[src/sv/lska_pkg.sv]
// Shared types, constants and helpers for the latency sample aggregator.
package lska_pkg;

	localparam int TABLE_ENTRIES = 64;
	localparam int IDX_W = $clog2(TABLE_ENTRIES);
	localparam int CELL_W = 4;
	localparam int CELLS = 1 << CELL_W;
	localparam int HIST_AW = IDX_W + CELL_W;
	localparam int SLOT_W = 6;
	localparam int IN_W = 312;
	localparam int OUT_W = 176;
	localparam int CFG_AW = 3;
	localparam int CFG_DW = 32;

	localparam logic [7:0] SRC_CODE_L1 = 8'd0;
	localparam logic [7:0] SRC_CODE_L2 = 8'd8;
	localparam logic [7:0] SRC_CODE_PEER_CLUSTER = 8'd9;
	localparam logic [7:0] SRC_CODE_LOCAL_CLUSTER = 8'd10;
	localparam logic [7:0] SRC_CODE_SYSTEM_CACHE = 8'd11;

	localparam logic [CFG_AW-1:0] REG_CYC2PS = 3'd0;
	localparam logic [CFG_AW-1:0] REG_CAP1 = 3'd1;
	localparam logic [CFG_AW-1:0] REG_CAP2 = 3'd2;
	localparam logic [CFG_AW-1:0] REG_CAP3 = 3'd3;
	localparam logic [CFG_AW-1:0] REG_SATCODE = 3'd4;

	typedef enum logic [1:0] {
		GRP_L1 = 2'd0,
		GRP_L2 = 2'd1,
		GRP_L3 = 2'd2,
		GRP_MEM = 2'd3
	} lska_group_t;

	typedef enum logic [2:0] {
		ST_IDLE,
		ST_SEARCH,
		ST_ALLOC,
		ST_CALC,
		ST_EXEC,
		ST_BIN,
		ST_HREAD,
		ST_UPDATE
	} lska_state_t;

	typedef struct packed {
		logic accept;
		logic search;
		logic alloc;
		logic calc;
		logic exec;
		logic bin;
		logic hread;
		logic update;
	} lska_cmd_t;

	typedef struct packed {
		logic srch_done;
		logic hit;
		logic free_ok;
		logic clr_last;
		logic out_full;
	} lska_stat_t;

	typedef struct packed {
		logic [63:0] inode;
		logic [31:0] major;
		logic [31:0] minor;
		logic [63:0] gen;
		logic [63:0] offset;
		logic [63:0] sum_tot;
		logic [63:0] sum_iss;
		logic [63:0] sum_xl;
		logic [31:0] cnt_samples;
		logic [31:0] cnt_sat;
	} lska_entry_t;

	function automatic logic [31:0] sat_inc(input logic [31:0] v);
		return (v == 32'hFFFF_FFFF) ? v : v + 32'd1;
	endfunction

	function automatic lska_group_t group_of(input logic [7:0] code);
		lska_group_t g;
		if (code == SRC_CODE_L1) g = GRP_L1;
		else if (code == SRC_CODE_L2) g = GRP_L2;
		else if (code == SRC_CODE_PEER_CLUSTER || code == SRC_CODE_LOCAL_CLUSTER ||
			code == SRC_CODE_SYSTEM_CACHE) g = GRP_L3;
		else g = GRP_MEM;
		return g;
	endfunction

endpackage

[src/sv/lska_ctrl.sv]
// Sequencer: walks each request through search, allocation, arithmetic and update.
module lska_ctrl (
	input  logic               clk,
	input  logic               arst_n,
	input  logic               s_tvalid,
	output logic               s_tready,
	input  lska_pkg::lska_stat_t stat,
	output lska_pkg::lska_cmd_t  cmd
);
	import lska_pkg::*;

	lska_state_t state_q, state_d;

	always_ff @(posedge clk or negedge arst_n) begin
		if (!arst_n) state_q <= ST_IDLE;
		else state_q <= state_d;
	end

	always_comb begin
		state_d = state_q;
		cmd = '0;
		s_tready = 1'b0;
		case (state_q)
			ST_IDLE: begin
				s_tready = 1'b1;
				if (s_tvalid) begin
					cmd.accept = 1'b1;
					state_d = ST_SEARCH;
				end
			end
			ST_SEARCH: begin
				cmd.search = 1'b1;
				if (stat.srch_done) begin
					if (stat.hit) state_d = ST_CALC;
					else if (stat.free_ok) state_d = ST_ALLOC;
					else state_d = ST_UPDATE;
				end
			end
			ST_ALLOC: begin
				cmd.alloc = 1'b1;
				if (stat.clr_last) state_d = ST_CALC;
			end
			ST_CALC: begin
				cmd.calc = 1'b1;
				state_d = ST_EXEC;
			end
			ST_EXEC: begin
				cmd.exec = 1'b1;
				state_d = ST_BIN;
			end
			ST_BIN: begin
				cmd.bin = 1'b1;
				state_d = ST_HREAD;
			end
			ST_HREAD: begin
				cmd.hread = 1'b1;
				state_d = ST_UPDATE;
			end
			ST_UPDATE: begin
				cmd.update = 1'b1;
				if (!stat.out_full) state_d = ST_IDLE;
			end
			default: state_d = ST_IDLE;
		endcase
	end

endmodule

[config.mk]
export PLATFORM = sky130hd
export DESIGN_NAME = lska_ctrl
export DESIGN_NICKNAME = d
export VERILOG_FILES = /design/src/sv/lska_pkg.sv /design/src/sv/lska_ctrl.sv
export SDC_FILE = /design/constraint.sdc
export NUM_CORES = 1
export LEC_CHECK = 0
export ABC_AREA = 1
export BUFFER_PORTS_ARGS = -buffer_cell sky130_fd_sc_hd__buf_2
export CAP_MARGIN = 20
export CORE_AREA = 2 2 39 41
export CTS_BUF_LIST = sky130_fd_sc_hd__clkbuf_2 sky130_fd_sc_hd__clkbuf_4 sky130_fd_sc_hd__clkbuf_8
export CTS_CLUSTER_SIZE = 40
export DETAILED_ROUTE_END_ITERATION = 16
export DIE_AREA = 0 0 41 43
export PLACE_DENSITY = 0.46
export SETUP_SLACK_MARGIN = 0.5
export SLEW_MARGIN = 0
export SYNTH_ARGS = -nofsm -noshare
export SYNTH_HDL_FRONTEND = slang
export SYNTH_SLANG_ARGS = --single-unit
[constraint.sdc]
create_clock -name clk -period 1.27 [get_ports clk]
set_clock_uncertainty 0.05 [all_clocks]
set_input_delay 0.0635 -clock clk [delete_from_list [all_inputs] [get_ports clk]]
set_output_delay 0.0635 -clock clk [all_outputs]
set_load 0.02 [all_outputs]
### Word level (Yosys, flattened, before mapping)

Index checks and enable logic that the tools add are counted.

| storage, ports and cells | value |
|---|---|
| output and inout port bits | 9 |
| bits of input ports | 8 |
| register bits | 3 |
| logic and storage cells | 31 |

| cells by class | value |
|---|---|
| muxes and demuxes | 17 |
| reductions and logical operators | 2 |
| eq/ne operators | 11 |

Operators with widths:

| cell | count |
|---|---|
| $pmux 3 s8 | 1 |
| $mux 3 | 6 |
| $eq 3x3->1 const B | 4 |
| $mux 1 | 10 |
| $ne 2x2->1 const B | 4 |
| $eq 3x2->1 const B | 2 |
| $reduce_and 4->1 | 1 |
| $eq 3x1->1 const B | 1 |
| $logic_not 3->1 | 1 |

### Longest topological paths before layout

| depth | value |
|---|---|
| word-level depth | 4 |
| depth in mapped cells | 7 |
| mapped depth without buffers | 7 |

### Least setup slack after synthesis

Ideal clock, no wire load.

| path | value |
|---|---|
| path kind | register to output |
| start | register state_q[1] |
| end | output cmd[7] (netlist bit) |
| setup slack | 60 ps |
| cell stages (with the launch flop) | 4 |
| data required time | 1,156 ps |
| path buffers | 0 |
| arrival time | 1,096 ps |
| path through | dfrtp_1 -> nor2_2 -> inv_1 -> nor3_1 |

RTL lines:

| what | RTL line | RTL |
|---|---|---|
| from (decl) | lska_ctrl.sv:12 | `lska_state_t state_q, state_d;` |
| from (signal assigned) | lska_ctrl.sv:16 | `else state_q <= state_d;` |
| to (decl) | lska_ctrl.sv:8 | `output lska_pkg::lska_cmd_t cmd` |

==> qor.yml <==
dp_hpwl_um: 608.9
largest_reg_flops: 3
reg_top3: "state_q (3)"
stdcell_count: 91
avgRoutedWirePerCell_um: 9.802
p_per_area_nw_per_um2: 2851
async_flop_share: 1.000
insertion_delay_ns: 0.23
irDropWorstVdd_uv: 950.3
clock_path_buffers: 2
period_needed_ns: 1.252
path_max_fanout: 5
yosysSeqAreaShare: 0.2564
io_buffers: 16
antenna_found_initial: 0
worstRegToRegCells: 7
synthCells: 47
rsz0062_at_grt: "yes"
holdWs_ns: 0.1058
drtAntennaViolNets: 0
syn2layout_area_growth_pct: 101.3
stdcell_area_sq_um: 589.3
hold_class: "in -> async"
fmax_mhz: 798.8
cts.sinks: 3
synth.distinct_cells: 18
power.leakage_nw: 0.3133
yosysMostFrequentCell: "nand2_1"
synth_xor_area_frac: 0
drtIter0Drc: 0
tightest_slew_ns: 0.1691
path_class: "reg -> out"
vias: 380
grt-ovfl-total: 0
gp_congestion: 0.7639
synth_fa_ha_area_frac: 0
grt_pass1_vias: 353
synth_compound_area_frac: 0.1026
synth-seq-cells: 3
synth_ff_type: "dfrtp_1"
grt_pass1_wl_mm: 1.483
routed_wl_um: 892
top_register: "state_q"
dp_slack_ns: 0.03537
seq_area_sq_um: 78.83
dp.cells: 79
fin_ws_ns: 0.01812
startpoint_type: "flip-flop"
die_y_um: 43
cts_buffers: 3
cap_viol_max_count: 0
yosysTopAreaCellShare: 0.2564
synthesis.area_sq_um: 292.8
synth_edf_count: 0
yosysTopAreaCell: "dfrtp_1"
slew-limit-headroom: 0.8865
die_w_um: 41
clk_pin_slew_ns: 0.04
multi_input_area_sq_um: 230.2
row_count: 14
dieArea_sq_um: 1763
grt_max_degree: 6
cp-end-kind: "output pin"
syn-num-nets: 55
startpoint: "state_q[0]"
utilization: 0.4259
ys_top_cells_by_count: "nand2_1 (10), nor2_1 (7), inv_1 (6), dfrtp_1 (3), nor2_2 (3)"
layout.nets: 84
n_antenna_cell: 0
dr.pass1.iters: 1
slew_viol_final: 0
tritoncts: "done"
setup_violations: 0
layout-drive-gt1-share: 0.6667
core_area_sq_um: 1384
synthMuxAreaShare: 0
cp_data_required_time_ns: 1.16
status: "completed"
synth_area_leaders: "dfrtp_1 (26%), nand2_1 (13%), nor2_1 (9.0%)"
hold_violations: 0
fill_cells: 149
num_io_pins: 17
period_share: 0.9857
synth-warning-count: 0
place_area_sq_um: 432.9
via_per_inst: 4.176
synth_top_family_by_area: "simple AND/OR/NAND/NOR gates"
start_util: 0.2116
r2r_start: "state_q[2]"
drc: 0
postSynthAreaPerCell_sq_um: 6.229
crit_arrival_ns: 1.14
reg2reg_slack_ns: 0.04
clock-root-buffer: "clkbuf_4"
reg2reg_to: "state_q[1]"
grt_usage: 0.1339
cts_max_level: 1
yosys.area_share.simple: 0.5128
layout make-up:
cell class | count | area share
multi-input combinational | 35 | 0.3907
timing repair buffer | 25 | 0.3397
sequential | 3 | 0.1338
clock buffer | 4 | 0.05096
inverter | 8 | 0.05096
tap | 16 | 0.03397
cell usage in the layout (no fill, tap or decap):
cell,count
inv_1,4
clkbuf_4,4
nand3b_1,1
nand3_2,1
buf_4,12
nor2_1,5
nor2_2,1
dfrtp_2,3
nand2_2,5
dlygate4sd3_1,1
nor2_4,5
buf_12,1
nand2_1,6
nand2_4,1
nor3_2,2
buf_2,7
inv_2,4
a21oi_1,1
o21ai_0,1
nand4_1,1
o21bai_1,2
o21ai_1,1
nand3_1,2
buf_6,4
layer usage:
metal  global-route usage  share of wire
met1               0.1429           0.39
met2               0.2125           0.55
met3              0.03141          0.052
met4               0.1000              0
met5                    0              0
repair_timing:
action	in CTS	in global routing
setup endpoints to repair	12	12
pin swaps	5	9
endpoints found under the hold margin	3	0
hold buffers	1	0
resized for setup	10	10
buffers inserted	7	0
critical path: stages (launching register included):
cell and delay [ns]:
dfrtp_2 0.46, buf_6 0.14, nor3_2 0.15, buf_4 0.16
stage by stage:
| step | setup TNS [ns] | power [mW] |
|---|---|---|
| after floorplan | 0 | 0.9348 |
| after global placement | 0 | 1.137 |
| after detailed placement | 0 | 1.127 |
| after CTS | 0 | 1.594 |
| after global routing | -0.2477 | 1.840 |
| final | 0 | 1.680 |
report_power, final:
part	switching [mW]	total (mW)	internal, mW
combinational	0.659	1.23	0.573
sequential	0.102	0.262	0.160
clock	0.0471	0.186	0.139
total	0.807	1.68	0.873
how the worst max path moves through the flow:
| stage | slack, ns | endpoint | cells past startpoint |
|---|---|---|---|
| final | 0.02 | cmd[7] | 3 |
| after global routing | -0.03 | state_q[0] | 7 |
| after CTS | 0.01 | cmd[1] | 4 |
| after detailed placement | 0.04 | state_q[0] | 5 |
| after global placement | 0.02 | state_q[1] | 5 |
| after floorplan | 0.20 | state_q[2] | 6 |
kinds of logic after synthesis:
logic type | count (synthesis)
flip-flops | 3
AO/OA/AOI/OAI | 5
AND/OR/NAND/NOR | 30
buffers and inverters | 9
Note: power is estimated with default switching activity, not from simulation.
